$ cat src/hdl/i2cram_pkg.sv
// ----------------------------------------------------------------------------
// I2C register access master: shared definitions
// Command codes, sequencer phases, configuration indexes, reset values and
// the structs that travel between the modules of the block.
// ----------------------------------------------------------------------------
`default_nettype none

package i2cram_pkg;

  // Command codes carried in the op field of an input word.
  typedef enum logic [2:0] {
    OP_TICK    = 3'd0,
    OP_WRITE8  = 3'd1,
    OP_WRITE16 = 3'd2,
    OP_READ8   = 3'd3,
    OP_READ16  = 3'd4
  } op_e;

  // Configuration register indexes.
  localparam logic [1:0] CFG_DEVICE_ADDRESS = 2'd0;
  localparam logic [1:0] CFG_ACK_TIMEOUT    = 2'd1;

  // Configuration reset values.
  localparam logic [6:0]  DEV_ADDR_RESET    = 7'd41;
  localparam logic [15:0] ACK_TIMEOUT_RESET = 16'd2000;

  // Number of bits in one bus byte.
  localparam logic [3:0] BITS_PER_BYTE = 4'd8;

  // Bus sequencer phases, one quarter-bit step each.
  typedef enum logic [17:0] {
    PH_IDLE      = 18'b000000000000000001,
    PH_ST1       = 18'b000000000000000010,
    PH_ST2       = 18'b000000000000000100,
    PH_ST3       = 18'b000000000000001000,
    PH_TX_DATA   = 18'b000000000000010000,
    PH_TX_HIGH   = 18'b000000000000100000,
    PH_TX_LOW    = 18'b000000000001000000,
    PH_ACK_REL   = 18'b000000000010000000,
    PH_ACK_HIGH  = 18'b000000000100000000,
    PH_ACK_WAIT  = 18'b000000001000000000,
    PH_RX_FIRST  = 18'b000000010000000000,
    PH_RX_HIGH   = 18'b000000100000000000,
    PH_RX_SAMPLE = 18'b000001000000000000,
    PH_RA_HIGH   = 18'b000010000000000000,
    PH_RA_LOW    = 18'b000100000000000000,
    PH_SP1       = 18'b001000000000000000,
    PH_SP2       = 18'b010000000000000000,
    PH_SP3       = 18'b100000000000000000
  } phase_e;

  // Byte positions within a transaction.
  localparam logic [2:0] BYTE_REGISTER = 3'd1;
  localparam logic [2:0] BYTE_SECOND   = 3'd2;
  localparam logic [2:0] BYTE_THIRD    = 3'd3;
  localparam logic [2:0] BYTE_LAST     = 3'd4;

  // Live configuration values.
  typedef struct packed {
    logic [6:0]  dev_addr;
    logic [15:0] ack_timeout;
  } cfg_t;

  // Result word of one input word.
  typedef struct packed {
    logic        scl_level;
    logic        sda_level;
    logic        busy;
    logic        done;
    logic        nack_error;
    logic [15:0] read_data;
  } seq_result_t;

endpackage

`default_nettype wire

$ cat src/hdl/i2cram_cfg.sv
// ----------------------------------------------------------------------------
// I2C register access master: configuration registers
// Holds the device address and the ACK timeout, written through a
// valid/ready write channel that never stalls.
// ----------------------------------------------------------------------------
`default_nettype none

module i2cram_cfg (
  input  wire logic              clk_i,
  input  wire logic              rst_ni,
  input  wire logic              cfg_valid_i,
  input  wire logic [1:0]        cfg_index_i,
  input  wire logic [15:0]       cfg_data_i,
  output i2cram_pkg::cfg_t       cfg_o
);
  import i2cram_pkg::*;

  logic [6:0]  dev_addr_q;
  logic [15:0] ack_timeout_q;

  // A write to an index beyond the list is dropped.
  always_ff @(posedge clk_i or negedge rst_ni) begin
    if (!rst_ni) begin
      dev_addr_q    <= DEV_ADDR_RESET;
      ack_timeout_q <= ACK_TIMEOUT_RESET;
    end else if (cfg_valid_i) begin
      if (cfg_index_i == CFG_DEVICE_ADDRESS) begin
        dev_addr_q <= cfg_data_i[6:0];
      end else if (cfg_index_i == CFG_ACK_TIMEOUT) begin
        ack_timeout_q <= cfg_data_i;
      end
    end
  end

  assign cfg_o.dev_addr    = dev_addr_q;
  assign cfg_o.ack_timeout = ack_timeout_q;

endmodule

`default_nettype wire

$ cat src/hdl/i2cram_seq.sv
// ----------------------------------------------------------------------------
// I2C register access master: bus sequencer
// Holds the transaction state and moves it one quarter-bit step for each
// tick word, or starts a transaction on a command word while idle.
// ----------------------------------------------------------------------------
`default_nettype none

module i2cram_seq (
  input  wire logic                   clk_i,
  input  wire logic                   rst_ni,
  input  wire logic                   step_i,
  input  wire logic [2:0]             op_i,
  input  wire logic [7:0]             reg_addr_i,
  input  wire logic [15:0]            write_data_i,
  input  wire logic                   sda_in_i,
  input  wire i2cram_pkg::cfg_t       cfg_i,
  output i2cram_pkg::seq_result_t     result_o
);
  import i2cram_pkg::*;

  phase_e      phase_q, phase_d;
  logic [3:0]  bit_count_q, bit_count_d;
  logic [7:0]  shift_q, shift_d;
  logic [2:0]  byte_idx_q, byte_idx_d;
  logic [15:0] ack_cnt_q, ack_cnt_d;
  op_e         cmd_q, cmd_d;
  logic [7:0]  reg_q, reg_d;
  logic [15:0] wval_q, wval_d;
  logic [15:0] rval_q, rval_d;
  logic        scl_q, scl_d;
  logic        sda_q, sda_d;
  logic        err_q, err_d;
  logic        done;
  logic        more_read;
  logic        is_cmd;
  logic        is_read;
  logic [2:0]  byte_idx_inc;
  logic [3:0]  bit_count_inc;

  assign is_cmd        = op_i inside {[OP_WRITE8:OP_READ16]};
  assign more_read     = (cmd_q == OP_READ16) && (byte_idx_q == BYTE_THIRD);
  assign is_read       = (cmd_q == OP_READ8) || (cmd_q == OP_READ16);
  assign byte_idx_inc  = byte_idx_q + 3'd1;
  assign bit_count_inc = bit_count_q + 4'd1;

  // Next state for one accepted word.
  always_comb begin
    phase_d     = phase_q;
    bit_count_d = bit_count_q;
    shift_d     = shift_q;
    byte_idx_d  = byte_idx_q;
    ack_cnt_d   = ack_cnt_q;
    cmd_d       = cmd_q;
    reg_d       = reg_q;
    wval_d      = wval_q;
    rval_d      = rval_q;
    scl_d       = scl_q;
    sda_d       = sda_q;
    err_d       = err_q;
    done        = 1'b0;

    if (step_i && is_cmd) begin
      // Start a transaction; a command while busy is dropped.
      if (phase_q == PH_IDLE) begin
        cmd_d       = op_e'(op_i);
        reg_d       = reg_addr_i;
        wval_d      = write_data_i;
        rval_d      = '0;
        bit_count_d = '0;
        byte_idx_d  = '0;
        ack_cnt_d   = '0;
        err_d       = 1'b0;
        shift_d     = {cfg_i.dev_addr, 1'b0};
        phase_d     = PH_ST1;
      end
    end else if (step_i && (op_i == OP_TICK) && (phase_q != PH_IDLE)) begin
      case (phase_q)
        PH_ST1: begin
          scl_d   = 1'b1;
          sda_d   = 1'b1;
          phase_d = PH_ST2;
        end
        PH_ST2: begin
          sda_d   = 1'b0;
          phase_d = PH_ST3;
        end
        PH_ST3: begin
          scl_d       = 1'b0;
          bit_count_d = '0;
          phase_d     = PH_TX_DATA;
        end
        PH_TX_DATA: begin
          scl_d   = 1'b0;
          sda_d   = shift_q[7];
          phase_d = PH_TX_HIGH;
        end
        PH_TX_HIGH: begin
          scl_d   = 1'b1;
          phase_d = PH_TX_LOW;
        end
        PH_TX_LOW: begin
          scl_d       = 1'b0;
          shift_d     = {shift_q[6:0], 1'b0};
          bit_count_d = bit_count_inc;
          phase_d     = (bit_count_inc >= BITS_PER_BYTE) ? PH_ACK_REL : PH_TX_DATA;
        end
        PH_ACK_REL: begin
          sda_d   = 1'b1;
          phase_d = PH_ACK_HIGH;
        end
        PH_ACK_HIGH: begin
          scl_d     = 1'b1;
          ack_cnt_d = '0;
          phase_d   = PH_ACK_WAIT;
        end
        PH_ACK_WAIT: begin
          if (!sda_in_i) begin
            // Acknowledged: pick the next byte of the transaction.
            scl_d      = 1'b0;
            byte_idx_d = byte_idx_inc;
            if (byte_idx_inc == BYTE_REGISTER) begin
              shift_d     = reg_q;
              bit_count_d = '0;
              phase_d     = PH_TX_DATA;
            end else if (byte_idx_inc == BYTE_SECOND) begin
              if (cmd_q == OP_WRITE8) begin
                shift_d     = wval_q[7:0];
                bit_count_d = '0;
                phase_d     = PH_TX_DATA;
              end else if (cmd_q == OP_WRITE16) begin
                shift_d     = wval_q[15:8];
                bit_count_d = '0;
                phase_d     = PH_TX_DATA;
              end else begin
                // Repeated start with the read address byte.
                shift_d = {cfg_i.dev_addr, 1'b1};
                phase_d = PH_ST1;
              end
            end else if (byte_idx_inc == BYTE_THIRD) begin
              if (cmd_q == OP_WRITE8) begin
                phase_d = PH_SP1;
              end else if (cmd_q == OP_WRITE16) begin
                shift_d     = wval_q[7:0];
                bit_count_d = '0;
                phase_d     = PH_TX_DATA;
              end else begin
                phase_d = PH_RX_FIRST;
              end
            end else begin
              phase_d = PH_SP1;
            end
          end else if (ack_cnt_q >= cfg_i.ack_timeout) begin
            // Timeout: pull SDA low under high SCL, then finish the stop.
            sda_d   = 1'b0;
            err_d   = 1'b1;
            phase_d = PH_SP2;
          end else begin
            ack_cnt_d = ack_cnt_q + 16'd1;
          end
        end
        PH_RX_FIRST: begin
          sda_d       = 1'b1;
          scl_d       = 1'b0;
          bit_count_d = '0;
          shift_d     = '0;
          phase_d     = PH_RX_HIGH;
        end
        PH_RX_HIGH: begin
          scl_d       = 1'b1;
          bit_count_d = bit_count_inc;
          phase_d     = PH_RX_SAMPLE;
        end
        PH_RX_SAMPLE: begin
          shift_d = {shift_q[6:0], sda_in_i};
          scl_d   = 1'b0;
          if (bit_count_q >= BITS_PER_BYTE) begin
            // Master ACK on all but the last byte.
            sda_d   = !more_read;
            phase_d = PH_RA_HIGH;
          end else begin
            phase_d = PH_RX_HIGH;
          end
        end
        PH_RA_HIGH: begin
          scl_d   = 1'b1;
          phase_d = PH_RA_LOW;
        end
        PH_RA_LOW: begin
          scl_d  = 1'b0;
          rval_d = {rval_q[7:0], shift_q};
          if (more_read) begin
            byte_idx_d = BYTE_LAST;
            phase_d    = PH_RX_FIRST;
          end else begin
            phase_d = PH_SP1;
          end
        end
        PH_SP1: begin
          sda_d   = 1'b0;
          phase_d = PH_SP2;
        end
        PH_SP2: begin
          scl_d   = 1'b1;
          phase_d = PH_SP3;
        end
        PH_SP3: begin
          sda_d   = 1'b1;
          phase_d = PH_IDLE;
          done    = 1'b1;
        end
        default: begin
          phase_d = PH_IDLE;
        end
      endcase
    end
  end

  // Control state.
  always_ff @(posedge clk_i or negedge rst_ni) begin
    if (!rst_ni) begin
      phase_q     <= PH_IDLE;
      bit_count_q <= '0;
      byte_idx_q  <= '0;
      ack_cnt_q   <= '0;
      cmd_q       <= OP_TICK;
      scl_q       <= 1'b1;
      sda_q       <= 1'b1;
      err_q       <= 1'b0;
      shift_q     <= '0;
      reg_q       <= '0;
      wval_q      <= '0;
      rval_q      <= '0;
    end else begin
      phase_q     <= phase_d;
      bit_count_q <= bit_count_d;
      byte_idx_q  <= byte_idx_d;
      ack_cnt_q   <= ack_cnt_d;
      cmd_q       <= cmd_d;
      scl_q       <= scl_d;
      sda_q       <= sda_d;
      err_q       <= err_d;
      shift_q     <= shift_d;
      reg_q       <= reg_d;
      wval_q      <= wval_d;
      rval_q      <= rval_d;
    end
  end

  // Result word seen after this step.
  assign result_o.scl_level  = scl_d;
  assign result_o.sda_level  = sda_d;
  assign result_o.busy       = (phase_d != PH_IDLE);
  assign result_o.done       = done;
  assign result_o.nack_error = done && err_d;
  assign result_o.read_data  = (done && !err_d && is_read) ? rval_d : 16'd0;

endmodule

`default_nettype wire

$ cat src/hdl/i2c_register_access_master.sv
// ----------------------------------------------------------------------------
// I2C register access master
// Bit-level I2C master for one-byte-addressed device registers.
//
// Usage:
//   The input channel (in_valid_i/in_ready_o) takes one word per cycle:
//   either a command (write8, write16, read8, read16) that starts a
//   transaction while idle, or a tick that moves the bus one quarter bit
//   and carries the sampled SDA level. Every word yields exactly one result
//   word on the output channel (out_valid_o/out_ready_i) with the SCL and
//   SDA drive levels, busy, done, the NACK timeout flag and read data.
//   A word passes from the input register through the sequencer step into
//   the result register. Throughput is one word per cycle while the
//   receiver takes every result and the sender offers a word.
//   When the receiver stalls, the result register holds its word and the
//   input register fills; then in_ready_o drops until a result is taken.
//   The configuration channel (cfg_valid_i/cfg_ready_o) is always ready and
//   unchecked; the user must write it only while no transaction is running.
//   Reset leaves the bus idle with both lines released high, the device
//   address at 41 and the ACK timeout at 2000 ticks.
// ----------------------------------------------------------------------------
`default_nettype none

module i2c_register_access_master (
  input  wire logic        clk_i,
  input  wire logic        rst_ni,
  // Configuration write channel.
  input  wire logic        cfg_valid_i,
  output logic             cfg_ready_o,
  input  wire logic [1:0]  cfg_index_i,
  input  wire logic [15:0] cfg_data_i,
  // Input word channel.
  input  wire logic        in_valid_i,
  output logic             in_ready_o,
  input  wire logic [2:0]  op_i,
  input  wire logic [7:0]  reg_addr_i,
  input  wire logic [15:0] write_data_i,
  input  wire logic        sda_in_i,
  // Result word channel.
  output logic             out_valid_o,
  input  wire logic        out_ready_i,
  output logic             scl_level_o,
  output logic             sda_level_o,
  output logic             busy_res_o,
  output logic             done_res_o,
  output logic             nack_error_o,
  output logic [15:0]      read_data_o
);
  import i2cram_pkg::*;

  cfg_t        cfg;
  seq_result_t result;
  seq_result_t out_q;
  logic        in_valid_q;
  logic [2:0]  op_q;
  logic [7:0]  reg_addr_q;
  logic [15:0] write_data_q;
  logic        sda_in_q;
  logic        out_valid_q;
  logic        advance;

  assign cfg_ready_o = 1'b1;

  // A buffered word moves on when the result register is free or drains.
  assign advance    = in_valid_q && (!out_valid_q || out_ready_i);
  assign in_ready_o = !in_valid_q || advance;

  // Input register.
  always_ff @(posedge clk_i or negedge rst_ni) begin
    if (!rst_ni) begin
      in_valid_q <= 1'b0;
    end else if (in_ready_o) begin
      in_valid_q <= in_valid_i;
    end
  end

  always_ff @(posedge clk_i) begin
    if (in_ready_o && in_valid_i) begin
      op_q         <= op_i;
      reg_addr_q   <= reg_addr_i;
      write_data_q <= write_data_i;
      sda_in_q     <= sda_in_i;
    end
  end

  i2cram_cfg u_cfg (
    .clk_i       (clk_i),
    .rst_ni      (rst_ni),
    .cfg_valid_i (cfg_valid_i),
    .cfg_index_i (cfg_index_i),
    .cfg_data_i  (cfg_data_i),
    .cfg_o       (cfg)
  );

  i2cram_seq u_seq (
    .clk_i        (clk_i),
    .rst_ni       (rst_ni),
    .step_i       (advance),
    .op_i         (op_q),
    .reg_addr_i   (reg_addr_q),
    .write_data_i (write_data_q),
    .sda_in_i     (sda_in_q),
    .cfg_i        (cfg),
    .result_o     (result)
  );

  // Result register.
  always_ff @(posedge clk_i or negedge rst_ni) begin
    if (!rst_ni) begin
      out_valid_q <= 1'b0;
    end else if (advance) begin
      out_valid_q <= 1'b1;
    end else if (out_ready_i) begin
      out_valid_q <= 1'b0;
    end
  end

  always_ff @(posedge clk_i) begin
    if (advance) begin
      out_q <= result;
    end
  end

  assign out_valid_o  = out_valid_q;
  assign scl_level_o  = out_q.scl_level;
  assign sda_level_o  = out_q.sda_level;
  assign busy_res_o   = out_q.busy;
  assign done_res_o   = out_q.done;
  assign nack_error_o = out_q.nack_error;
  assign read_data_o  = out_q.read_data;

endmodule

`default_nettype wire

$ cat config.mk
export PLATFORM = sky130hd
export DESIGN_NAME = i2c_register_access_master
export DESIGN_NICKNAME = d
export VERILOG_FILES = /design/src/hdl/i2cram_pkg.sv /design/src/hdl/i2cram_cfg.sv /design/src/hdl/i2cram_seq.sv /design/src/hdl/i2c_register_access_master.sv
export SDC_FILE = /design/constraint.sdc
export NUM_CORES = 1
export LEC_CHECK = 0
export BUFFER_PORTS_ARGS = -buffer_cell sky130_fd_sc_hd__buf_4
export CORE_ASPECT_RATIO = 1.4
export CORE_MARGIN = 3
export CORE_UTILIZATION = 60
export CTS_CLUSTER_SIZE = 16
export DETAILED_ROUTE_END_ITERATION = 7
export GPL_TIMING_DRIVEN = 0
export PLACE_DENSITY = 0.82
export SLEW_MARGIN = 30
export SYNTH_ARGS = -nofsm -noshare
export SYNTH_HDL_FRONTEND = slang
export SYNTH_HIERARCHICAL = 1
export SYNTH_SLANG_ARGS = --single-unit
$ cat constraint.sdc
create_clock -name clk_i -period 4.6 [get_ports clk_i]
set_clock_uncertainty 0.05 [all_clocks]
set_input_delay 0.69 -clock clk_i [delete_from_list [all_inputs] [get_ports clk_i]]
set_output_delay 0.69 -clock clk_i [all_outputs]
set_load 0.01 [all_outputs]
# Yosys cells after proc, flatten, opt, wreduce, memory -nomap -nowiden
# Index checks and enable logic that the tools add are counted.
[word_totals] ff_bits=169 inputBits=51 out_inout_bits=24 elab_cells=186
[classes] addsub=3 order_cmp=5 n_eq_ne=37 n_mux=76 bitwise_logic=1 reduce_logical=38
[op_table] op="case mux 18 bit (16 select lines)" n=1
[op_table] op="2-to-1 mux 18 bit" n=10
[op_table] op="2-to-1 mux 16 bit" n=10
[op_table] op="2-to-1 mux 8 bit" n=12
[op_table] op="2-to-1 mux 4 bit" n=10
[op_table] op="inequality test 18 x 1 -> 1 bit, second input constant" n=2
[op_table] op="case mux 16 bit (2 select lines)" n=1
[op_table] op="case mux 8 bit (4 select lines)" n=1
[op_table] op="2-to-1 mux 1 bit" n=19
[op_table] op="equality test 18 x 1 -> 1 bit, second input constant" n=1
[op_table] op="equality test 18 x 10 -> 1 bit, second input constant" n=1
[op_table] op="equality test 18 x 11 -> 1 bit, second input constant" n=1
[op_table] op="equality test 18 x 12 -> 1 bit, second input constant" n=1
[op_table] op="equality test 18 x 13 -> 1 bit, second input constant" n=1
[op_table] op="equality test 18 x 14 -> 1 bit, second input constant" n=1
[op_table] op="equality test 18 x 15 -> 1 bit, second input constant" n=1
[op_table] op="equality test 18 x 16 -> 1 bit, second input constant" n=1
[op_table] op="equality test 18 x 17 -> 1 bit, second input constant" n=1
[op_table] op="equality test 18 bit, second input constant" n=1
[op_table] op="equality test 18 x 2 -> 1 bit, second input constant" n=1
[op_table] op="equality test 18 x 3 -> 1 bit, second input constant" n=1
[op_table] op="equality test 18 x 4 -> 1 bit, second input constant" n=1
[op_table] op="equality test 18 x 5 -> 1 bit, second input constant" n=1
[op_table] op="equality test 18 x 6 -> 1 bit, second input constant" n=1
[op_table] op="45 further kinds" n=79

# Logic depth before layout (Yosys ltp)
[depth] word_depth=11 mapped_depth=11 mapped_depth_nobuf=9

# Modules after synthesis
# The synthesis kept the hierarchy.
[modules_own_cells] module="i2cram_seq" n_inst=1 cells_each=636 area_per_inst_um2=5825.6 seq_area_each_um2=2381.0
[modules_own_cells] module="i2c_register_access_master" n_inst=1 cells_each=59 area_per_inst_um2=1586.5 seq_area_each_um2=1521.5
[modules_own_cells] module="i2cram_cfg" n_inst=1 cells_each=49 area_per_inst_um2=933.4 seq_area_each_um2=586.8

# Worst setup path before layout
# Ideal clock, no wire load.
[synth_path] path_kind="input port to flip-flop" start="input out_ready_i" end="register u_seq.ack_cnt_q[10]" setup_time_ns=0.137 arrival_ns=3.415 required_ns=4.413 setup_slack_ns=0.998 stages=10 n_path_buf=3 cell_sequence="nand2b_1 and2_1 or4b_2 a31o_2 buf_2 and2_1 buf_2 buf_2 nor2_1 nor2_1"
[synth_between] elab_chain_len=6 elab_cells_between_ends=12 classes_between="eq/ne: 3; mux: 1; reduce/logical: 8"
[synth_rtl] element="start, declared" line_no="i2c_register_access_master.sv:41" text="input wire logic out_ready_i,"
[synth_rtl] element="logical OR 1 bit (*)" line_no="i2c_register_access_master.sv:65" text="assign advance = in_valid_q && (!out_valid_q || out_ready_i);"
[synth_rtl] element="logical AND 1 bit (*)" line_no="i2c_register_access_master.sv:65"
[synth_rtl] element="named net advance" line_no="i2c_register_access_master.sv:60" text="logic advance;"
[synth_rtl] element="logical AND 1 bit (2 in series)" line_no="i2cram_seq.sv:76" text="end else if (step_i && (op_i == OP_TICK) && (phase_q != PH_IDLE)) begin"
[synth_rtl] element="nonzero test 2 bit (no line)"
[synth_rtl] element="AND reduction 5 bit (no line)"
[synth_rtl] element="end signal, assigned" line_no="i2cram_seq.sv:237" text="ack_cnt_q <= ack_cnt_d;"
[synth_rtl] element="end, declared" line_no="i2cram_seq.sv:25" text="logic [15:0] ack_cnt_q, ack_cnt_d;"
# Mark *: on every way through the listed nets, which the timed path passes. The rest lies on a longest branch.
# A chain may end at the register's enable or synchronous reset.

# Worst setup path after layout
[layout_path] start="register u_seq.phase_q[9]" end="register out_q, in the netlist read_data_o[6], data pin"
[layout_between] elab_chain_len=7 elab_cells_between_ends=20 classes_between="eq/ne: 5; mux: 11; reduce/logical: 4"
[layout_rtl] element="start, declared" line_no="i2cram_seq.sv:21" text="phase_e phase_q, phase_d;"
[layout_rtl] element="start signal, assigned" line_no="i2cram_seq.sv:234" text="phase_q <= phase_d;"
[layout_rtl] element="equality test 18 x 10 -> 1 bit or inequality test 18 x 1 -> 1 bit (tied branches)" line_no="i2cram_seq.sv:77, i2cram_seq.sv:76"
[layout_rtl] element="2-to-1 mux 1 bit or logical AND 1 bit (tied branches)" line_no="i2cram_seq.sv:77, i2cram_seq.sv:76"
[layout_rtl] element="2-to-1 mux 1 bit" line_no="i2cram_seq.sv:76"
[layout_rtl] element="2-to-1 mux 1 bit" line_no="i2cram_seq.sv:62" text="if (step_i && is_cmd) begin"
[layout_rtl] element="logical NOT 1 bit" line_no="i2cram_seq.sv:255" text="assign result_o.read_data = (done && !err_d && is_read) ? rval_d : 16'd0;"
[layout_rtl] element="logical AND 1 bit (2 in series)" line_no="i2cram_seq.sv:255"
[layout_rtl] element="end signal, assigned" line_no="i2c_register_access_master.sv:120" text="out_q <= result;"
[layout_rtl] element="end, declared" line_no="i2c_register_access_master.sv:53" text="seq_result_t out_q;"
# Parallel ways exist; a longest one is shown, timed or not.

==> report_table.html <==
<table>
<tr><th>Metric</th><th>Value</th></tr>
<tr><th colspan="2">Floorplanning</th></tr>
<tr><td>Die Width</td><td>105.7 um</td></tr>
<tr><td>Top-level port count</td><td>between 70 and 80</td></tr>
<tr><td>Initial cell density of the core</td><td>0.6176</td></tr>
<tr><td>Vertical extent of the die</td><td>approximately 150 um</td></tr>
<tr><td>Row Count</td><td>50</td></tr>
<tr><td>Placeable core area</td><td>13,510 um^2</td></tr>
<tr><td>Die area</td><td>about 15,000 um^2</td></tr>
<tr><th colspan="2">Route</th></tr>
<tr><td>Number of detailed-route iterations in the first pass</td><td>8</td></tr>
<tr><td>Total number of vias</td><td>6,335</td></tr>
<tr><td>Uppermost layer routed</td><td>met4</td></tr>
<tr><td>Detailed-routing wirelength on met1</td><td>roughly 7.3 mm</td></tr>
<tr><td>Drt via density</td><td>about 6.1</td></tr>
<tr><td>Detail Route met2 WL</td><td>~10 mm</td></tr>
<tr><td>Violation count after the first detailed-routing iteration</td><td>477</td></tr>
<tr><td>Number of remaining DRC errors</td><td>0</td></tr>
<tr><td>Drt wl/cell</td><td>between 15 and 20 um</td></tr>
<tr><td>Number of nets with antenna violations after detailed routing</td><td>0</td></tr>
<tr><td>Overall routed net length</td><td>19.22 mm</td></tr>
<tr><td>Met3 WL post-DR</td><td>roughly 1 mm</td></tr>
<tr><th colspan="2">Final layout</th></tr>
<tr><td>Core utilization of the finished layout</td><td>0.7209</td></tr>
<tr><td>Number of cells in the finished layout apart from fillers</td><td>approximately 1.0k</td></tr>
<tr><td>Most common cell after layout, fill and taps aside</td><td>sky130_fd_sc_hd__dfrtp_1</td></tr>
<tr><td>Fraction of final layout cells sized beyond drive strength 1</td><td>0.2435</td></tr>
<tr><td>Filler Cells Inserted</td><td>around 960</td></tr>
<tr><td>Layout overhead on the synthesized area</td><td>16.73%</td></tr>
<tr><td># nets final</td><td>912</td></tr>
<tr><td>Antenna fix cells</td><td>0</td></tr>
<tr><td>Commonest cells after routing, fill and taps aside</td><td>108 x sky130_fd_sc_hd__dfrtp_1, 89 x sky130_fd_sc_hd__nand2_1, 76 x sky130_fd_sc_hd__buf_4, 54 x sky130_fd_sc_hd__a21oi_1, 49 x sky130_fd_sc_hd__edfxtp_1</td></tr>
<tr><th colspan="2">Yosys</th></tr>
<tr><td>Share of flip-flops with an asynchronous set or reset after synthesis</td><td>0.7101</td></tr>
<tr><td>Number of instances in the synthesized netlist</td><td>744</td></tr>
<tr><td>Seq cells post-synth</td><td>169</td></tr>
<tr><td>Mean post-synth cell area</td><td>between 10 and 15 um^2</td></tr>
<tr><td>Unique cell type count in the Yosys netlist</td><td>about 80</td></tr>
<tr><td>Synthesized net count</td><td>819</td></tr>
<tr><td>Most common flop cell mapped by yosys</td><td>sky130_fd_sc_hd__dfrtp_1</td></tr>
<tr><td>Share of synthesized area occupied by flip-flops and latches</td><td>0.5379</td></tr>
<tr><td>Ys Warns</td><td>6</td></tr>
<tr><td>Number of enable flip-flop cells after synthesis</td><td>between 40 and 50</td></tr>
<tr><td>Post-synthesis instance area</td><td>about 8300 um^2</td></tr>
<tr><th colspan="2">CTS</th></tr>
<tr><td>Number of H-tree branching levels</td><td>4</td></tr>
<tr><td>Clock buffer count from CTS</td><td>17</td></tr>
<tr><td>Total setup buffers inserted after CTS</td><td>0</td></tr>
<tr><td>Clock transition at the registers of the reported paths</td><td>about 0.070 ns</td></tr>
<tr><td>Root buffer cell</td><td>sky130_fd_sc_hd__clkbuf_16</td></tr>
<tr><td>CTS tree</td><td>yes</td></tr>
<tr><td>Number of buffers inserted by hold repair at cts</td><td>0</td></tr>
<tr><td>Number of resized instances in the post-cts repair step</td><td>0</td></tr>
<tr><td>Buffers from clock root to sink, at most</td><td>2</td></tr>
<tr><td>Num Clock Sinks</td><td>169</td></tr>
<tr><td>Latest clock arrival within the worst-skew pair</td><td>0.43 ns</td></tr>
<tr><th colspan="2">STA</th></tr>
<tr><td>Final Hold Viols</td><td>0</td></tr>
<tr><td>Worst-margin pin slew</td><td>about 0.9 ns</td></tr>
<tr><td>RSZ-0062 raised after global routing</td><td>no</td></tr>
<tr><td>Final period util</td><td>0.8422</td></tr>
<tr><td>Achievable Freq</td><td>between 0.2 and 0.3 GHz</td></tr>
<tr><td>Final Setup Violations</td><td>0</td></tr>
<tr><td>Worst slew margin</td><td>0.3986</td></tr>
<tr><td>Min cycle time layout</td><td>just under 4 ns</td></tr>
<tr><td>Final slew viol count</td><td>0</td></tr>
<tr><td>Post-Route Setup TNS</td><td>0 ns</td></tr>
<tr><th colspan="2">Critical path</th></tr>
<tr><td>Reg2Reg Launch Point</td><td>u_seq/phase_q[9]$_DFF_PN0_</td></tr>
<tr><td>Largest fanout of any net on the critical path</td><td>10</td></tr>
<tr><td>Critical Path Start Type</td><td>flop</td></tr>
<tr><td>Crit path arrival time</td><td>between 4 and 5 ns</td></tr>
<tr><td>Type of the worst setup path</td><td>flop to flop</td></tr>
<tr><td>Data required time of the worst path</td><td>between 4 and 5 ns</td></tr>
<tr><td>Worst setup EP type</td><td>flop</td></tr>
<tr><td>Launching instance or port of the critical path</td><td>u_seq/phase_q[9]$_DFF_PN0_</td></tr>
<tr><th colspan="2">Place</th></tr>
<tr><td>Estimated wirelength of the detail-placed design</td><td>roughly 14 mm</td></tr>
<tr><td>Cell count after placement</td><td>1,000</td></tr>
<tr><td>Weighted congestion reported at the end of routability-driven placement</td><td>slightly below 1</td></tr>
<tr><td>Count of input and output buffers</td><td>73</td></tr>
<tr><th colspan="2">Power and ir drop</th></tr>
<tr><td>PD cells</td><td>approximately 440 nW/um^2</td></tr>
<tr><td>Worst VDD drop</td><td>about 0.30 mV</td></tr>
<tr><td>Standby leakage power</td><td>around 4.3 nW</td></tr>
<tr><td>Post-layout total power</td><td>roughly 4.3 mW</td></tr>
<tr><th colspan="2">Global route</th></tr>
<tr><td>Total routing usage reported by global routing</td><td>0.2578</td></tr>
<tr><td>Vias in the first global route</td><td>around 6.4k</td></tr>
<tr><td>Overflow left after global routing</td><td>0</td></tr>
<tr><td>Initial antenna violation count</td><td>0</td></tr>
<tr><td>Largest net degree at the start of global routing</td><td>81</td></tr>
<tr><td>Global-route wire length before repair</td><td>about 32 mm</td></tr>
<tr><th colspan="2">Flow run</th></tr>
<tr><td>Max-cap check violation count</td><td>0</td></tr>
<tr><th colspan="2">Status</th></tr>
<tr><td>Outcome</td><td>finished clean</td></tr>
<tr><th colspan="2">Worst hold path</th></tr>
<tr><td>Tightest Hold Check Type</td><td>input pin to asynchronous set/reset pin</td></tr>
</table>
-- registers in the layout, summed over array words and instances (netlist names), 3 cells and up --
signal,cells
u_seq/shift_q,8
u_seq/phase_q,18
u_cfg/dev_addr_q,7
u_seq/bit_count_q,4
u_seq/byte_idx_q,3
u_seq/reg_q,8
u_seq/cmd_q,3
reg_addr_q,8
op_q,3
u_seq/ack_cnt_q,16
u_seq/wval_q,16
u_seq/rval_q,16
u_cfg/ack_timeout_q,16
read_data_o,16
write_data_q,16
-- per-stage QoR --
step | hold WS (ns) | instance area, um^2 | worst slack (ns)
floorplan | 0.3444 | 8346 | 0.9981
global placement | 0.4096 | 9121 | 0.2661
detailed placement | 0.4154 | 9156 | 0.1548
CTS | 0.08749 | 9734 | 0.4764
global route | 0.09414 | 9742 | 0.5362
finish | 0.08099 | 9742 | 0.7258
-- area by class of cell --
cell class | instances | area (um^2) | area share
inverters | 29 | 108.9 | 0.01117
multi-input cells | 513 | 3575 | 0.3669
plain buffers | 33 | 180.2 | 0.01849
clock inverters | 15 | 152.6 | 0.01567
well taps | 182 | 227.7 | 0.02338
repair buffers | 74 | 583.1 | 0.05985
clock buffers | 17 | 425.4 | 0.04367
flip-flops and latches | 169 | 4489 | 0.4608
-- critical path, stage by stage, from the launching register on --
cell                       delay, ns
sky130_fd_sc_hd__dfrtp_1        0.36
sky130_fd_sc_hd__clkbuf_1       0.22
sky130_fd_sc_hd__or4_1          0.56
sky130_fd_sc_hd__clkbuf_1       0.18
sky130_fd_sc_hd__nor3_1         0.39
sky130_fd_sc_hd__nand4_1        0.45
sky130_fd_sc_hd__a22oi_1        0.58
sky130_fd_sc_hd__nand3_1        0.39
sky130_fd_sc_hd__clkbuf_1       0.33
sky130_fd_sc_hd__a21oi_1        0.21
-- final timing paths --
path / cells past startpoint / slack (ns) / endpoint
max: 9 / 0.73 / read_data_o[6]$_DFFE_PP_
min: 1 / 0.08 / u_cfg/ack_timeout_q[12]$_DFFE_PN0P_
max reg2reg: 9 / 0.73 / read_data_o[6]$_DFFE_PP_
min reg2reg: 1 / 0.43 / u_seq/reg_q[1]$_DFFE_PN0P_
max in group asynchronous: 2 / 3.70 / u_seq/phase_q[0]$_DFF_PN1_
min in group clk_i: 1 / 0.38 / write_data_q[0]$_DFFE_PP_
-- cell usage after synthesis (3+ instances only) --
master                      instances  share of area
sky130_fd_sc_hd__dfrtp_1          108           0.32
sky130_fd_sc_hd__nand2_1           89          0.040
sky130_fd_sc_hd__a21oi_1           54          0.032
sky130_fd_sc_hd__edfxtp_1          49           0.18
sky130_fd_sc_hd__mux2_2            42          0.057
sky130_fd_sc_hd__nand3_1           40          0.024
sky130_fd_sc_hd__nor2_1            35          0.016
sky130_fd_sc_hd__inv_1             29          0.013
sky130_fd_sc_hd__o21ai_0           28          0.017
sky130_fd_sc_hd__ha_1              24          0.036
sky130_fd_sc_hd__clkbuf_1          19         0.0085
sky130_fd_sc_hd__and3_1            12         0.0090
sky130_fd_sc_hd__dfstp_2           12          0.038
sky130_fd_sc_hd__or4_1             12          0.011
sky130_fd_sc_hd__mux2_4            10          0.018
sky130_fd_sc_hd__nand2b_1          10         0.0075
sky130_fd_sc_hd__a211oi_1           8         0.0072
sky130_fd_sc_hd__and2_1             8         0.0060
sky130_fd_sc_hd__mux2_1             8          0.011
sky130_fd_sc_hd__nor4_1             8         0.0060
sky130_fd_sc_hd__o31ai_1            8         0.0072
sky130_fd_sc_hd__mux2i_1            7         0.0084
sky130_fd_sc_hd__o2bb2ai_1          7         0.0073
sky130_fd_sc_hd__nor3_1             6         0.0036
sky130_fd_sc_hd__xnor2_1            6         0.0063
sky130_fd_sc_hd__buf_6              5         0.0067
sky130_fd_sc_hd__nor2b_1            5         0.0037
sky130_fd_sc_hd__a31oi_1            4         0.0030
sky130_fd_sc_hd__buf_4              4         0.0036
sky130_fd_sc_hd__nand4_1            4         0.0030
sky130_fd_sc_hd__nand4b_1           4         0.0042
sky130_fd_sc_hd__nor3b_1            4         0.0036
sky130_fd_sc_hd__nor4b_1            4         0.0042
sky130_fd_sc_hd__o21ai_1            4         0.0024
sky130_fd_sc_hd__a2111oi_2          3         0.0054
sky130_fd_sc_hd__a21o_1             3         0.0027
sky130_fd_sc_hd__a22o_1             3         0.0031
sky130_fd_sc_hd__buf_2              3         0.0018
sky130_fd_sc_hd__or2_2              3         0.0022
-- report_power, final --
| group | internal, mW | switching (mW) | leakage [nW] |
|---|---|---|---|
| Combinational | 0.416 | 0.442 | 2.01 |
| Clock | 0.724 | 0.661 | 0.281 |
| Sequential | 1.80 | 0.202 | 2.01 |
-- cell families (layout without fill, tap and decap cells) --
kind of cell             count (synthesis)  count (layout)  synth area share
other                                    1               1         0.0004493
XOR/XNOR                                 7               7          0.007346
multiplexers                            67              67           0.09385
AND/OR/NAND/NOR                        267             267            0.1745
AO/OA/AOI/OAI                          147             147            0.1153
buffers and inverters                   62             168           0.03463
flip-flops                             169             169            0.5379
adder cells (fa/ha/maj)                 24              24           0.03598
-- routing by layer --
metal | track usage | up-vias
li1 | - | 2912
met1 | 0.3142 | 3068
met2 | 0.4511 | 295
met3 | 0.03862 | 60
met4 | 0.1160 | 0
met5 | 0 | -
Note: power is estimated with default switching activity, not from simulation.
